## src/rtl/spbh_pkg.sv

```systemverilog
package spbh_pkg;

   localparam int LEN_BITS_DEF   = 24;
   localparam int TAIL_DEPTH_DEF = 32;

   localparam int BLOCK_LEN = 12;
   localparam int BLOCK_MIN = 32;

   localparam int ROT_A    = 14;
   localparam int ROT_B    = 11;
   localparam int ROT_H    = 25;
   localparam int FOLD_SHL = 5;
   localparam int FOLD_SHR = 2;

   typedef enum logic [2:0] {
      ST_IDLE,
      ST_ADD,
      ST_MIX_A,
      ST_MIX_B,
      ST_MIX_H,
      ST_FOLD_START,
      ST_FOLD,
      ST_EMIT
   } state_type;

   typedef enum logic [2:0] {
      ALU_PASS,
      ALU_MIX_A,
      ALU_MIX_B,
      ALU_MIX_H,
      ALU_FOLD
   } alu_op_type;

   typedef struct packed {
      alu_op_type op;
      logic [7:0] fold_byte;
   } alu_ctl_type;

   function automatic logic [31:0] rotr32(input logic [31:0] x, input int s);
      return (x >> s) | (x << (32 - s));
   endfunction

endpackage

```

## src/rtl/spbh_ram.sv

```systemverilog
module spbh_ram #(
   parameter int WIDTH = 8,
   parameter int DEPTH = 32
) (
   input  logic                     clock,
   input  logic                     wr_en,
   input  logic [$clog2(DEPTH)-1:0] wr_addr,
   input  logic [WIDTH-1:0]         wr_data,
   input  logic [$clog2(DEPTH)-1:0] rd_addr,
   output logic [WIDTH-1:0]         rd_data
);

   logic [WIDTH-1:0] mem [DEPTH];
   logic [WIDTH-1:0] rd_data_ff;

   always_ff @(posedge clock) begin
      if (wr_en) begin
         mem[wr_addr] <= wr_data;
      end
      rd_data_ff <= mem[rd_addr];
   end

   assign rd_data = rd_data_ff;

endmodule

```

## src/rtl/spbh_alu.sv

```systemverilog
module spbh_alu (
   input  spbh_pkg::alu_ctl_type ctl,
   input  logic [31:0]           opnd_x,
   input  logic [31:0]           opnd_y,
   output logic [31:0]           result
);
   import spbh_pkg::*;

   always_comb begin
      unique case (ctl.op)
         ALU_MIX_A: result = (opnd_x ^ opnd_y) - rotr32(opnd_y, ROT_A);
         ALU_MIX_B: result = (opnd_x ^ opnd_y) - rotr32(opnd_y, ROT_B);
         ALU_MIX_H: result = (opnd_x ^ opnd_y) - rotr32(opnd_y, ROT_H);
         ALU_FOLD:  result = opnd_x ^ ((opnd_x << FOLD_SHL) + (opnd_x >> FOLD_SHR)
                                       + {24'd0, ctl.fold_byte});
         default:   result = opnd_x;
      endcase
   end

endmodule

```

## src/rtl/string_prefix_block_hash.sv

```systemverilog
// Byte-serial string hash. Each beat on the req_ channel carries one byte of
// a string together with the string's total length; req_first_of_string marks
// the first beat of a string, and a new start abandons any string in progress.
// Exactly one beat leaves on the rsp_ channel per finished string: the 32-bit hash
// after the last byte, or zero at once for a string of length zero.
// Bytes are taken one per cycle while the block is idle and the output register
// is free. Each completed 12-byte block then takes an add step and three mix
// steps through the shared unit, during which req_ready is low. After the last
// byte the buffered tail of n bytes (n at most 31) is folded from last to first,
// one byte per cycle through the same unit, reading the tail buffer RAM; the
// result then passes through ST_FOLD_START, ST_FOLD and ST_EMIT before it is
// registered. A zero-length string gives its result in the following cycle.
// The result sits in an output register; while it waits to be taken, further
// bytes are not accepted, and a finished hash waits in its own state until the
// output register is free.
// Reset is synchronous and returns the block to idle with no string in
// progress and no result pending. The tail buffer needs no clearing.
module string_prefix_block_hash #(
   parameter int LEN_BITS   = spbh_pkg::LEN_BITS_DEF,
   parameter int TAIL_DEPTH = spbh_pkg::TAIL_DEPTH_DEF
) (
   input  logic                clock,
   input  logic                reset,
   input  logic                req_valid,
   output logic                req_ready,
   input  logic [7:0]          req_data_byte,
   input  logic [LEN_BITS-1:0] req_string_length,
   input  logic                req_first_of_string,
   output logic                rsp_valid,
   input  logic                rsp_ready,
   output logic [31:0]         rsp_hash_value
);
   import spbh_pkg::*;

   localparam int TAIL_AW  = $clog2(TAIL_DEPTH);
   localparam int BLK_BITS = BLOCK_LEN * 8;

   state_type state_ff, state_in;

   logic [31:0]         mix_a_ff, mix_a_in;
   logic [31:0]         mix_b_ff, mix_b_in;
   logic [31:0]         mix_h_ff, mix_h_in;
   logic [LEN_BITS-1:0] bytes_left_ff, bytes_left_in;
   logic [BLK_BITS-1:0] block_ff, block_in;
   logic [3:0]          block_fill_ff, block_fill_in;
   logic [TAIL_AW-1:0]  tail_fill_ff, tail_fill_in;
   logic [TAIL_AW-1:0]  fold_cnt_ff, fold_cnt_in;
   logic                rsp_valid_ff, rsp_valid_in;
   logic [31:0]         rsp_hash_ff, rsp_hash_in;

   logic                accept;
   logic                slot_free;
   logic                start;
   logic                zero_len;
   logic                to_block;
   logic                blk_full;
   logic                str_end;
   logic [LEN_BITS-1:0] eff_left;
   logic [LEN_BITS-1:0] left_next;
   logic [3:0]          eff_blk;
   logic [3:0]          blk_next;
   logic [TAIL_AW-1:0]  eff_tail;
   logic [TAIL_AW-1:0]  tail_next;
   logic [TAIL_AW-1:0]  tail_after;

   logic                ram_wr_en;
   logic [TAIL_AW-1:0]  ram_rd_addr;
   logic [7:0]          ram_rd_data;

   alu_ctl_type         alu_ctl;
   logic [31:0]         alu_x;
   logic [31:0]         alu_y;
   logic [31:0]         alu_result;

   spbh_ram #(
      .WIDTH (8),
      .DEPTH (TAIL_DEPTH)
   ) u_tail_ram (
      .clock   (clock),
      .wr_en   (ram_wr_en),
      .wr_addr (eff_tail),
      .wr_data (req_data_byte),
      .rd_addr (ram_rd_addr),
      .rd_data (ram_rd_data)
   );

   spbh_alu u_alu (
      .ctl    (alu_ctl),
      .opnd_x (alu_x),
      .opnd_y (alu_y),
      .result (alu_result)
   );

   assign slot_free  = !rsp_valid_ff || rsp_ready;
   assign req_ready  = (state_ff == ST_IDLE) && slot_free;
   assign accept     = req_valid && req_ready;
   assign start      = req_first_of_string || (bytes_left_ff == '0);
   assign eff_left   = start ? req_string_length : bytes_left_ff;
   assign eff_blk    = start ? 4'd0 : block_fill_ff;
   assign eff_tail   = start ? '0 : tail_fill_ff;
   assign zero_len   = start && (req_string_length == '0);
   assign to_block   = (eff_blk != 4'd0) || (eff_left >= LEN_BITS'(BLOCK_MIN));
   assign left_next  = eff_left - LEN_BITS'(1);
   assign blk_next   = eff_blk + 4'd1;
   assign tail_next  = eff_tail + TAIL_AW'(1);
   assign blk_full   = to_block && (blk_next == 4'(BLOCK_LEN));
   assign str_end    = !zero_len && (left_next == '0);
   assign tail_after = to_block ? eff_tail : tail_next;
   assign ram_wr_en  = accept && !zero_len && !to_block;
   assign ram_rd_addr = (state_ff == ST_FOLD) ? fold_cnt_ff - TAIL_AW'(2)
                                              : fold_cnt_ff - TAIL_AW'(1);

   always_comb begin
      state_in = state_ff;
      unique case (state_ff)
         ST_IDLE: begin
            if (accept && !zero_len) begin
               if (blk_full) begin
                  state_in = ST_ADD;
               end else if (str_end) begin
                  state_in = (tail_after == '0) ? ST_EMIT : ST_FOLD_START;
               end
            end
         end
         ST_ADD:        state_in = ST_MIX_A;
         ST_MIX_A:      state_in = ST_MIX_B;
         ST_MIX_B:      state_in = ST_MIX_H;
         ST_MIX_H:      state_in = ST_IDLE;
         ST_FOLD_START: state_in = ST_FOLD;
         ST_FOLD: begin
            if (fold_cnt_ff == TAIL_AW'(1)) begin
               state_in = ST_EMIT;
            end
         end
         ST_EMIT: begin
            if (slot_free) begin
               state_in = ST_IDLE;
            end
         end
         default: state_in = ST_IDLE;
      endcase
   end

   always_comb begin
      mix_a_in      = mix_a_ff;
      mix_b_in      = mix_b_ff;
      mix_h_in      = mix_h_ff;
      bytes_left_in = bytes_left_ff;
      block_in      = block_ff;
      block_fill_in = block_fill_ff;
      tail_fill_in  = tail_fill_ff;
      fold_cnt_in   = fold_cnt_ff;
      rsp_valid_in  = rsp_valid_ff && !rsp_ready;
      rsp_hash_in   = rsp_hash_ff;
      alu_ctl.op        = ALU_PASS;
      alu_ctl.fold_byte = ram_rd_data;
      alu_x         = mix_h_ff;
      alu_y         = mix_b_ff;

      unique case (state_ff)
         ST_IDLE: begin
            if (accept) begin
               if (start) begin
                  mix_a_in      = '0;
                  mix_b_in      = '0;
                  mix_h_in      = 32'(req_string_length);
                  bytes_left_in = req_string_length;
                  block_fill_in = 4'd0;
                  tail_fill_in  = '0;
               end
               if (zero_len) begin
                  rsp_valid_in = 1'b1;
                  rsp_hash_in  = '0;
               end else begin
                  if (to_block) begin
                     for (int k = 0; k < BLOCK_LEN; k++) begin
                        if (eff_blk == 4'(k)) begin
                           block_in[8*k +: 8] = req_data_byte;
                        end
                     end
                     block_fill_in = blk_full ? 4'd0 : blk_next;
                  end else begin
                     tail_fill_in = tail_next;
                  end
                  bytes_left_in = left_next;
                  if (str_end) begin
                     fold_cnt_in   = tail_after;
                     tail_fill_in  = '0;
                     block_fill_in = 4'd0;
                  end
               end
            end
         end
         ST_ADD: begin
            mix_a_in = mix_a_ff + block_ff[31:0];
            mix_b_in = mix_b_ff + block_ff[63:32];
            mix_h_in = mix_h_ff + block_ff[95:64];
         end
         ST_MIX_A: begin
            alu_ctl.op = ALU_MIX_A;
            alu_x      = mix_a_ff;
            alu_y      = mix_h_ff;
            mix_a_in   = alu_result;
         end
         ST_MIX_B: begin
            alu_ctl.op = ALU_MIX_B;
            alu_x      = mix_b_ff;
            alu_y      = mix_a_ff;
            mix_b_in   = alu_result;
         end
         ST_MIX_H: begin
            alu_ctl.op = ALU_MIX_H;
            alu_x      = mix_h_ff;
            alu_y      = mix_b_ff;
            mix_h_in   = alu_result;
         end
         ST_FOLD_START: begin
         end
         ST_FOLD: begin
            alu_ctl.op  = ALU_FOLD;
            alu_x       = mix_h_ff;
            mix_h_in    = alu_result;
            fold_cnt_in = fold_cnt_ff - TAIL_AW'(1);
         end
         ST_EMIT: begin
            if (slot_free) begin
               rsp_valid_in = 1'b1;
               rsp_hash_in  = mix_h_ff;
            end
         end
         default: begin
         end
      endcase
   end

   always_ff @(posedge clock) begin
      if (reset) begin
         state_ff      <= ST_IDLE;
         bytes_left_ff <= '0;
         block_fill_ff <= '0;
         tail_fill_ff  <= '0;
         fold_cnt_ff   <= '0;
         rsp_valid_ff  <= 1'b0;
      end else begin
         state_ff      <= state_in;
         bytes_left_ff <= bytes_left_in;
         block_fill_ff <= block_fill_in;
         tail_fill_ff  <= tail_fill_in;
         fold_cnt_ff   <= fold_cnt_in;
         rsp_valid_ff  <= rsp_valid_in;
      end
   end

   always_ff @(posedge clock) begin
      mix_a_ff    <= mix_a_in;
      mix_b_ff    <= mix_b_in;
      mix_h_ff    <= mix_h_in;
      block_ff    <= block_in;
      rsp_hash_ff <= rsp_hash_in;
   end

   assign rsp_valid      = rsp_valid_ff;
   assign rsp_hash_value = rsp_hash_ff;

   a_zero_len_result: assert property (@(posedge clock) disable iff (reset)
      accept && zero_len |=> rsp_valid && (rsp_hash_value == '0))
      else $error("zero-length string did not give a zero result");

   a_add_after_full: assert property (@(posedge clock) disable iff (reset)
      (state_ff == ST_ADD) |-> (block_fill_ff == 4'd0))
      else $error("block count not cleared on a full block");

   a_fold_count: assert property (@(posedge clock) disable iff (reset)
      (state_ff == ST_FOLD) |-> (fold_cnt_ff != '0))
      else $error("tail fold running with nothing left to fold");

endmodule
```

## config.mk

```make
export PLATFORM = sky130hd
export DESIGN_NAME = string_prefix_block_hash
export DESIGN_NICKNAME = d
export VERILOG_FILES = /design/src/rtl/spbh_pkg.sv /design/src/rtl/spbh_ram.sv /design/src/rtl/spbh_alu.sv /design/src/rtl/string_prefix_block_hash.sv
export SDC_FILE = /design/constraint.sdc
export NUM_CORES = 1
export LEC_CHECK = 0
export BUFFER_PORTS_ARGS = -buffer_cell sky130_fd_sc_hd__clkbuf_2
export CAP_MARGIN = 40
export CORE_AREA = 4 4 251 253
export CTS_BUF_LIST = sky130_fd_sc_hd__clkbuf_16
export DETAILED_ROUTE_END_ITERATION = 12
export DIE_AREA = 0 0 255 257
export GPL_ROUTABILITY_DRIVEN = 0
export PLACE_DENSITY = 0.73
export REMOVE_ABC_BUFFERS = 1
export SLEW_MARGIN = 15
export SYNTH_ARGS = -nofsm -noshare
export SYNTH_HDL_FRONTEND = slang
export SYNTH_SLANG_ARGS = --single-unit
```

## constraint.sdc

```tcl
create_clock -name clock -period 8.8 [get_ports clock]
set_input_delay 0 -clock clock [delete_from_list [all_inputs] [get_ports clock]]
set_output_delay 0 -clock clock [all_outputs]
set_load 0.005 [all_outputs]
```

Yosys cells after proc, flatten, opt, wreduce, memory -nomap -nowiden --
Memories as Yosys holds them, arrays and structs flattened. A register that Yosys moved wholly into a read port is not among the register bits. Cells that the tools add are included.
Cells by class: add/subtract/negate cells 13, magnitude comparators 1, equality and inequality tests 33, muxes and demuxes 44, bitwise gates (word level) 6, reductions and logical operators 47
Operator list (count):
- one-hot mux 32 bit (3 select lines) | 3
- two-way mux 32 bit | 7
- one-hot mux 32 bit (2 select lines) | 3
- one-hot mux 32 bit (4 select lines) | 1
- adder 32 bit | 3
- subtractor 32 bit | 3
- zero test 24 bit | 3
- XOR 32 bit | 2
- AND reduction 5 bit | 12
- two-way mux 24 bit | 2
- two-way mux 5 bit | 8
- adder 32 x 30 -> 32 bit | 1
- adder 32 x 8 -> 32 bit | 1
- bitwise OR 18 x 32 -> 32 bit | 1
- bitwise OR 21 x 32 -> 32 bit | 1
- bitwise OR 7 x 32 -> 32 bit | 1
- >= comparator 24 x 6 -> 1 bit, second input constant | 1
- one-hot mux 3 bit (8 select lines) | 1
- subtractor 24 x 1 -> 24 bit, second input constant | 1
- equality test 4 bit, second input constant | 5
- two-way mux 4 bit | 5
- equality test 4 x 3 -> 1 bit, second input constant | 4
- equality test 3 bit, second input constant | 5
- two-way mux 3 bit | 5
- other kinds (31) | 65
Storage, ports and cells: register bits after elaboration 266, bits in writable memories 256, bits of input ports 37, output and inout port bits 34, word-level logic and storage cells 167, memories 1
Memory list:
- u_tail_ram.mem | words 32, bits a word 8, rd ports 1, clocked after memory_dff 1, write ports 1, line spbh_ram.sv:13 | logic [WIDTH-1:0] mem [DEPTH];

Logic depth before layout (Yosys ltp) --
Gate-level depths: netlist (run 1).
depth in word-level cells 12, depth in mapped cells 23

Modules after synthesis --
Synthesis (run 1) repeated with hierarchy kept, for this count alone.
Second synthesis, totals: cells, all modules 3105, area, all modules 33762.4 um^2
By module, submodules not included:
- string_prefix_block_hash | times used 1, cells each 1875, area an instance 18034.8 um^2, sequential area each 7567.3 um^2
- spbh_ram | times used 1, cells each 417, area an instance 10053.4 um^2, sequential area each 7847.5 um^2
- spbh_alu | times used 1, cells each 813, area an instance 5674.2 um^2, sequential area each 0.0 um^2

Worst setup path before layout (run 1) --
No wires, ideal clock.
path kind reg-to-reg, start point register bytes_left_ff[16], end point register fold_cnt_ff[0], setup time 0.074 ns, data arrival time 5.625 ns, data required time 8.726 ns, setup slack 3.101 ns, cell stages (with the launch flop) 22, cell sequence dfxtp_1 > or4_4 > nor4_4 > a21o_1 > buf_6 > buf_2 > buf_2 > clkbuf_1 > clkbuf_1 > mux2i_1 > ha_1 > nand2_1 > a211oi_1 > nor2_1 > or4_1 > xnor2_1 > mux2i_1 > nand4_1 > or3_1 > buf_2 > or4_1 > a31oi_1
Between the ends: longest elaborated chain between the ends 10, elaborated cells on any way between the ends 22, classes of those cells add/sub (2); order compare (1); eq/ne (2); mux (8); reduce/logical (9)
Ends and longest elaborated chain:
- start: declaration | line string_prefix_block_hash.sv:43 | logic [LEN_BITS-1:0] bytes_left_ff, bytes_left_in;
- start signal: assignment | line string_prefix_block_hash.sv:246 | bytes_left_ff <= bytes_left_in;
- zero test 24 bit | line string_prefix_block_hash.sv:97 | assign start = req_first_of_string || (bytes_left_ff == '0);
- logical OR 1 bit | line string_prefix_block_hash.sv:97
- two-way mux 24 bit / two-way mux 4 bit (equally long branches)
- >= comparator 24 x 6 -> 1 bit / nonzero test 4 bit (equally long branches) | line string_prefix_block_hash.sv:102 | assign to_block = (eff_blk != 4'd0) || (eff_left >= LEN_BITS'(BLOCK_MIN));
- logical OR 1 bit | line string_prefix_block_hash.sv:102
- two-way mux 5 bit
- two-way mux 5 bit | line string_prefix_block_hash.sv:186 | if (str_end) begin
- two-way mux 5 bit | line string_prefix_block_hash.sv:171 | if (zero_len) begin
- two-way mux 5 bit | line string_prefix_block_hash.sv:162 | if (accept) begin
- one-hot mux 5 bit (2 select lines) | line string_prefix_block_hash.sv:160 | unique case (state_ff)
- end signal: assignment | line string_prefix_block_hash.sv:249 | fold_cnt_ff <= fold_cnt_in;
- end: declaration | line string_prefix_block_hash.sv:47 | logic [TAIL_AW-1:0] fold_cnt_ff, fold_cnt_in;
Several ways; a longest one is shown, not always the timed one. The select of a mux whose other input is x is not followed. A chain may end at the register's enable or synchronous reset.

Worst setup path after layout (run 1) --
start point register state_ff[1], end point register mix_b_ff[28], data pin
Between the ends: longest elaborated chain between the ends 7, elaborated cells on any way between the ends 25, classes of those cells add/sub (5); eq/ne (9); mux (5); bitwise (5); reduce/logical (1)
Ends and longest elaborated chain:
- start: declaration | line string_prefix_block_hash.sv:38 | state_type state_ff, state_in;
- start signal: assignment | line string_prefix_block_hash.sv:245 | state_ff <= state_in;
- equality test 3 x 2 -> 1 bit | line string_prefix_block_hash.sv:160
- one-hot mux 32 bit (2 select lines) | line string_prefix_block_hash.sv:160
- adder 32 x 30 -> 32 bit | line spbh_alu.sv:14 | ALU_FOLD: result = opnd_x ^ ((opnd_x << FOLD_SHL) + (opnd_x >> FOLD_SHR)
- adder 32 x 8 -> 32 bit | line spbh_alu.sv:15 | + {24'd0, ctl.fold_byte});
- XOR 32 bit | line spbh_alu.sv:14
- one-hot mux 32 bit (4 select lines) | line spbh_alu.sv:10 | unique case (ctl.op)
- one-hot mux 32 bit (3 select lines) (*) | line string_prefix_block_hash.sv:160
- via mix_b_in[28] | line string_prefix_block_hash.sv:41 | logic [31:0] mix_b_ff, mix_b_in;
- end signal: assignment | line string_prefix_block_hash.sv:256 | mix_b_ff <= mix_b_in;
- end: declaration | line string_prefix_block_hash.sv:41
The timed path passes the listed nets; every way through them passes the cells marked *.

==> metrics.csv, run 1 <==
metric,value,unit
Leakage,14.0,nW
PostCTS Resize Cnt,0,
DR vias,27100,
Layout area overhead,10.4,%
total of max-cap violations,0,
cts hold-fix bufs,37,
crit-path max FO,78,
global-route usage over all layers,30.9,%
"EDFF count, synth",480,
Ports,71,
core area,61000,µm²
Finished Cell Area,37200,µm²
Post-DRT Antenna Nets,0,
Mean Syn Cell Area,10.7,µm²
routed len/inst,25.6,µm
PortBufs,70,
"commonest non-fill, non-tap cell in the layout",edfxtp_1,
CP Capture Type,flip-flop,
Slew HR,37.1,%
Min Hold Slack,0.324,ns
vias in the first global route,26100,
RSZ-0062 raised after global routing,false,
Clock Skew,0.0742,ns
maximum clock path buffer count,3,
DRC violations left,0,
vias per inst,6.69,
clock-pin slew on the worst setup and hold paths,0.06,ns
minimum clock period,6.32,ns
final hold vios,0,
dpl cell area,34900,µm²
CTS tree,built,
status,completed,
Root Driver,clkbuf_16,
die width,255,µm
1st-iter DRT viols,3308,
Post-Syn Instances,3142,
total gr overflow,0,
global-route wire length before repair,155,mm
Pwr Total,6.81,mW
worst setup margin,2.48,ns
TritonCTS sink count,530,
nets,3452,
FF-to-FF setup slack,2.48,ns
Least-Margin Pin Slew,0.940,ns
initial core utilization,55.2,%
ys async rst share,0,%
die area,65500,µm²
Hold Path Class,in2reg,
placed cells,3901,
"Cell Area, Synth",33700,µm²
drt total wl,104,mm
period utilization,71.8,%
Rows,91,
Yosys warnings,0,
"top cells by area, synth","edfxtp_1 (43%), ha_1 (7.4%), a21oi_1 (4.5%), mux4_2 (4.3%), xnor2_1 (3.3%)",
post-synth top area share,42.8,%
CTS buffer count,56,
crit path DAT,6.68,ns
Netlist cell types,87,
sequential element share of the synthesized area,45.8,%
Slew Limit Fails,0,
Seq cells post-synth,530,
Post-DP HPWL,72.9,mm
Post-CTS Setup Repair Bufs,0,
Max Clock Freq,0.158,GHz
post-synth top area cell,edfxtp_1,
PD cells,183,nW/µm²
drt first pass iters,6,
largest net degree at the start of global routing,100,
crit start category,flip-flop,
fraction of layout cells with a size suffix above 1,11.8,%
Finish-stage setup viols,0,
Die Y-Extent,257,µm
Critical Path RT,9.16,ns
initial antenna violation count,4,
H-tree lvl count,2,
critical path type,reg2reg,
worst-skew pair later-pin latency,0.66,ns
pre-CTS setup slack,2.81,ns
"commonest cells after routing, fill and taps aside","edfxtp_1 (480), a21oi_1 (302), nor2_1 (282)",
fin cells,4051,
VDD IR max,207,µV
Synth Flop Type,edfxtp_1,
-- Yosys cell counts, types with 34 or more instances --
cell type / n
xor2_1: 127
nor3_1: 38
a21oi_1: 304
nand3_1: 34
a22oi_1: 43
inv_1: 50
and2_1: 57
nor2_1: 286
o21ai_0: 192
nand2_1: 202
mux2_2: 51
dfxtp_1: 50
mux2i_1: 82
ha_1: 198
edfxtp_1: 480
clkbuf_1: 124
nor2b_1: 55
a211oi_1: 40
xnor2_1: 127
a21o_1: 79
mux4_2: 64
-- area by class of cell --
| class | count | area [µm²] |
|---|---|---|
| fillers | 4915 | 23800 |
| multi-input cells | 2410 | 17600 |
| flip-flops and latches | 530 | 15400 |
| clock buffers | 56 | 1400 |
| repair buffers | 163 | 1160 |
| well taps | 790 | 988 |
| clock inverters | 49 | 449 |
| inverters | 51 | 191 |
| diodes | 2 | 5.00 |
-- routing by layer --
layer,GRT usage (%),routed length (µm),up-vias
met5,0,11,-
met3,5.77,10200,453
li1,-,-,12100
met2,47.8,46500,1598
met4,19.2,8120,2
met1,40.2,38800,12900
-- metrics by stage --
step                util [%]  setup TNS (ns)
CTS                     60.8               0
global placement        57.1               0
floorplan                  -          -25.74
global route            60.9               0
detailed placement      57.2               0
finish                  60.9               0
-- worst max-delay path, cell delays in order, from the launching register on --
cell and delay (ns):
dfxtp_4 0.67, buf_4 0.74, or2_2 0.56, mux2_2 0.39, a21oi_1 0.16, ha_1 0.32
a21o_1 0.23, a21oi_1 0.22, o21a_1 0.19, o21a_1 0.15, a21oi_1 0.10, o41ai_1 0.82
a21o_1 0.21, nand3_1 0.14, and3_1 0.20, nor3b_1 0.65, o221ai_1 0.23
-- power breakdown --
group          internal (mW)  leakage [nW]  switching (mW)
logic                  0.593          8.22           0.960
registers               2.80          4.88           0.107
clock network           1.28         0.918            1.07
total                   4.67          14.0            2.14
-- cell families (layout without fill, tap and decap cells) --
kind of cell	count (synthesis)	in the layout	share of synthesized area [%]
xor gates and xnor gates	256	256	6.74
and+or+nand+nor	856	856	12.4
muxes	198	198	8.46
DFF	530	530	45.8
other	0	2	0
buffers and inverters	202	319	2.30
adders and majority gates	203	203	7.66
AOI/OAI and AO/OA	897	897	16.7
-- worst paths after layout --
check,start,end,cells after the start
hold / removal,req_first_of_string,bytes_left_ff[2],7
setup / recovery,state_ff[1],mix_b_ff[28],16
hold reg to reg,block_fill_ff[1],block_fill_ff[1],2
setup reg to reg,state_ff[1],mix_b_ff[28],16
-- sequential cells by signal, summed over array words and instances (netlist names), 8 cells and up --
| register | flops |
|---|---|
| bytes_left_ff | 24 |
| u_tail_ram.mem | 256 |
| mix_h_ff | 32 |
| u_tail_ram.rd_data | 8 |
| rsp_hash_value | 32 |
| mix_a_ff | 32 |
| mix_b_ff | 32 |
| block_ff | 96 |
(Power assumes the default switching activity.)
==> run 2, diff against run 1 <==
==> constraint.sdc (replaced) <==
create_clock -name clock -period 5.9 [get_ports clock]
set_input_delay 0 -clock clock [delete_from_list [all_inputs] [get_ports clock]]
set_output_delay 0 -clock clock [all_outputs]
set_load 0.005 [all_outputs]
==> run 2 against run 1 <==
Compared with the run above:
- first-iteration DRC count increased by 14%
- largest cell class unchanged
- critical path type unchanged
- core utilization up 0.39 points
- highest routed layer unchanged
- fmax increased by 11%
==> metrics.csv, run 2 (synthesis results as in run 1) <==
metric,value,unit,change
global-route usage over all layers,31.6,%,was 30.9%
nets,3467,,was 3452
Max Clock Freq,0.176,GHz,was 0.158 GHz
PortBufs,70,,unchanged
Top delay family on crit path,compound AO/OA/AOI/OAI gates,,unchanged
vias in the first global route,26200,,was 26100
Leakage,14.1,nW,was 14.0 nW
status,completed,,unchanged
Clock Skew,0.0711,ns,was 0.0742 ns
die width,255,µm,unchanged
Rows,91,,unchanged
PD cells,277,nW/µm²,was 183 nW/µm²
initial antenna violation count,2,,was 4
FF-to-FF setup slack,0.22,ns,was 2.48 ns
drt total wl,106,mm,was 104 mm
TritonCTS sink count,530,,unchanged
core area,61000,µm²,unchanged
Finish-stage setup viols,0,,unchanged
slowest cell on the critical path,dfxtp_4,,was o41ai_1
"commonest non-fill, non-tap cell in the layout",edfxtp_1,,unchanged
Critical Path End,mix_h_ff[26],,was mix_b_ff[28]
DRC violations left,0,,unchanged
biggest regs,"u_tail_ram.mem: 256 flops, block_ff: 96 flops",,unchanged
Ports,71,,unchanged
fin cells,4063,,was 4051
drt first pass iters,7,,was 6
final hold vios,0,,unchanged
critical path type,reg2reg,,unchanged
clock-pin slew on the worst setup and hold paths,0.06,ns,about the same
initial core utilization,55.2,%,unchanged
cell depth of the worst setup path,14,,was 16
VDD IR max,297,µV,was 207 µV
Die Y-Extent,257,µm,unchanged
Hold Path Class,in2reg,,unchanged
minimum clock period,5.68,ns,was 6.32 ns
Slew HR,36.4,%,was 37.1%
Finished Core Util,61.3,%,was 60.9%
largest register by flop count,u_tail_ram.mem,,unchanged
crit-path cells,"buf_12, mux2i_1, o21ai_0, ha_1, ha_1, o21a_1, o21ai_0, a31oi_1, a21oi_1, o31ai_1, a211oi_1, xnor2_1, o22ai_1, o22ai_1",,"was buf_4, or2_2, mux2_2, a21oi_1, ha_1, a21o_1, a21oi_1, o21a_1, o21a_1, a21oi_1, o41ai_1, a21o_1, nand3_1, and3_1, nor3b_1, o221ai_1"
hold path start,reset,,was req_first_of_string
Root Driver,clkbuf_16,,unchanged
Layout area overhead,11.1,%,was 10.4%
Post-DRT Antenna Nets,0,,unchanged
RSZ-0062 raised after global routing,false,,unchanged
Worst Reg2Reg Path Length in Cells,14,,was 16
routed len/inst,26.0,µm,was 25.6 µm
total gr overflow,0,,unchanged
total of max-cap violations,0,,unchanged
period utilization,96.2,%,was 71.8%
vias per inst,6.73,,was 6.69
die area,65500,µm²,unchanged
max reg flops,256,,unchanged
CTS tree,built,,unchanged
delay of the slowest critical-path stage,0.76,ns,was 0.82 ns
Post-DP HPWL,73.5,mm,was 72.9 mm
Least-Margin Pin Slew,0.954,ns,was 0.940 ns
1st-iter DRT viols,3763,,was 3308
DR vias,27300,,was 27100
R2R Path Start,state_ff[0],,was state_ff[1]
Slew Limit Fails,0,,unchanged
H-tree lvl count,2,,unchanged
Critical Path RT,6.22,ns,was 9.16 ns
largest net degree at the start of global routing,74,,was 100
placed cells,3919,,was 3901
Worst Hold Path Cells,3,,was 7
crit-path max FO,73,,was 78
Buf/Inv on CP,1,,unchanged
"commonest cells after routing, fill and taps aside","edfxtp_1 (480), a21oi_1 (302), nor2_1 (282)",,unchanged
Post-CTS Setup Repair Bufs,0,,unchanged
global-route wire length before repair,158,mm,was 155 mm
CP Capture Type,flip-flop,,unchanged
CTS buffer count,54,,was 56
worst-skew pair later-pin latency,0.67,ns,was 0.66 ns
reg2reg end,mix_h_ff[26],,was mix_b_ff[28]
crit start category,flip-flop,,unchanged
Worst setup startpoint,state_ff[0],,was state_ff[1]
maximum clock path buffer count,3,,unchanged
fraction of layout cells with a size suffix above 1,12.1,%,was 11.8%
crit path DAT,5.99,ns,was 6.68 ns
## run 2: cell types whose count changed in the layout (fill, tap and decap cells not counted), moves of 2 or more
cell,before,now
buf_4,53,64
inv_6,3,1
inv_2,1,4
clkinv_2,11,8
clkinv_4,8,3
bufinv_16,3,9
clkinv_1,7,9
buf_12,0,5
clkinvlp_4,5,3
## run 2: where the power goes
part,internal (mW),switching (mW)
combinational,0.908,1.45
sequential,4.18,0.156
clock,2.11,1.56
## run 2: worst min-delay path by stage
| stage | end | slack (ns) |
|---|---|---|
| 3_3_place_gp | rsp_hash_value[0] | 0.40 |
| 6_report | bytes_left_ff[16] | 0.28 |
| 5_1_grt | bytes_left_ff[20] | 0.29 |
| 4_1_cts | bytes_left_ff[16] | 0.25 |
| 2_1_floorplan | block_fill_ff[1] | 0.07 |
| 3_5_place_dp | bytes_left_ff[22] | 0.36 |
## run 2: final cells by class
cell class | count | area (µm²)
Multi-Input combinational cell | 2410 | 17600
Clock buffer | 55 | 1380
Timing Repair Buffer | 180 | 1340
Fill cell | 4816 | 23600
Sequential cell | 530 | 15400
Tap cell | 790 | 988
Inverter | 51 | 191
Antenna cell | 1 | 2.50
Clock inverter | 46 | 532
## run 2: stage by stage
stage / instance area [µm²] / TNS, ns / hold slack, ns / power (mW) / setup WS (ns)
after floorplan: 33100 / -345.41 / 0.0691 / 5.92 / -6.12
after global routing: 37400 / 0 / 0.287 / 10.7 / 0.0956
final: 37400 / 0 / 0.277 / 10.4 / 0.225
after global placement: 35000 / 0 / 0.402 / 6.58 / 0.620
after CTS: 37400 / 0 / 0.251 / 10.3 / 0.476
after detailed placement: 35100 / 0 / 0.362 / 6.64 / 0.529
## run 2: metal layers
layer	vias to the layer above	track usage (%)	wire length, µm
met5	-	0	13
met4	2	19.1	7960
met3	449	6.14	10100
met2	1696	49.7	48200
met1	13100	40.5	39400
li1	12100	-	-
## run 2: worst reg2reg max path, stage by stage, from the launching register on
cell	delay (ns)
dfxtp_4	0.76
buf_12	0.43
mux2i_1	0.22
o21ai_0	0.57
ha_1	0.37
ha_1	0.36
o21a_1	0.14
o21ai_0	0.07
a31oi_1	0.30
a21oi_1	0.22
o31ai_1	0.62
a211oi_1	0.30
xnor2_1	0.22
o22ai_1	0.61
o22ai_1	0.17
## run 2: timing repair
action,4_1_cts,5_1_grt
hold buffers,38,0
endpoints found under the hold margin,246,0
gates resized for setup,0,0
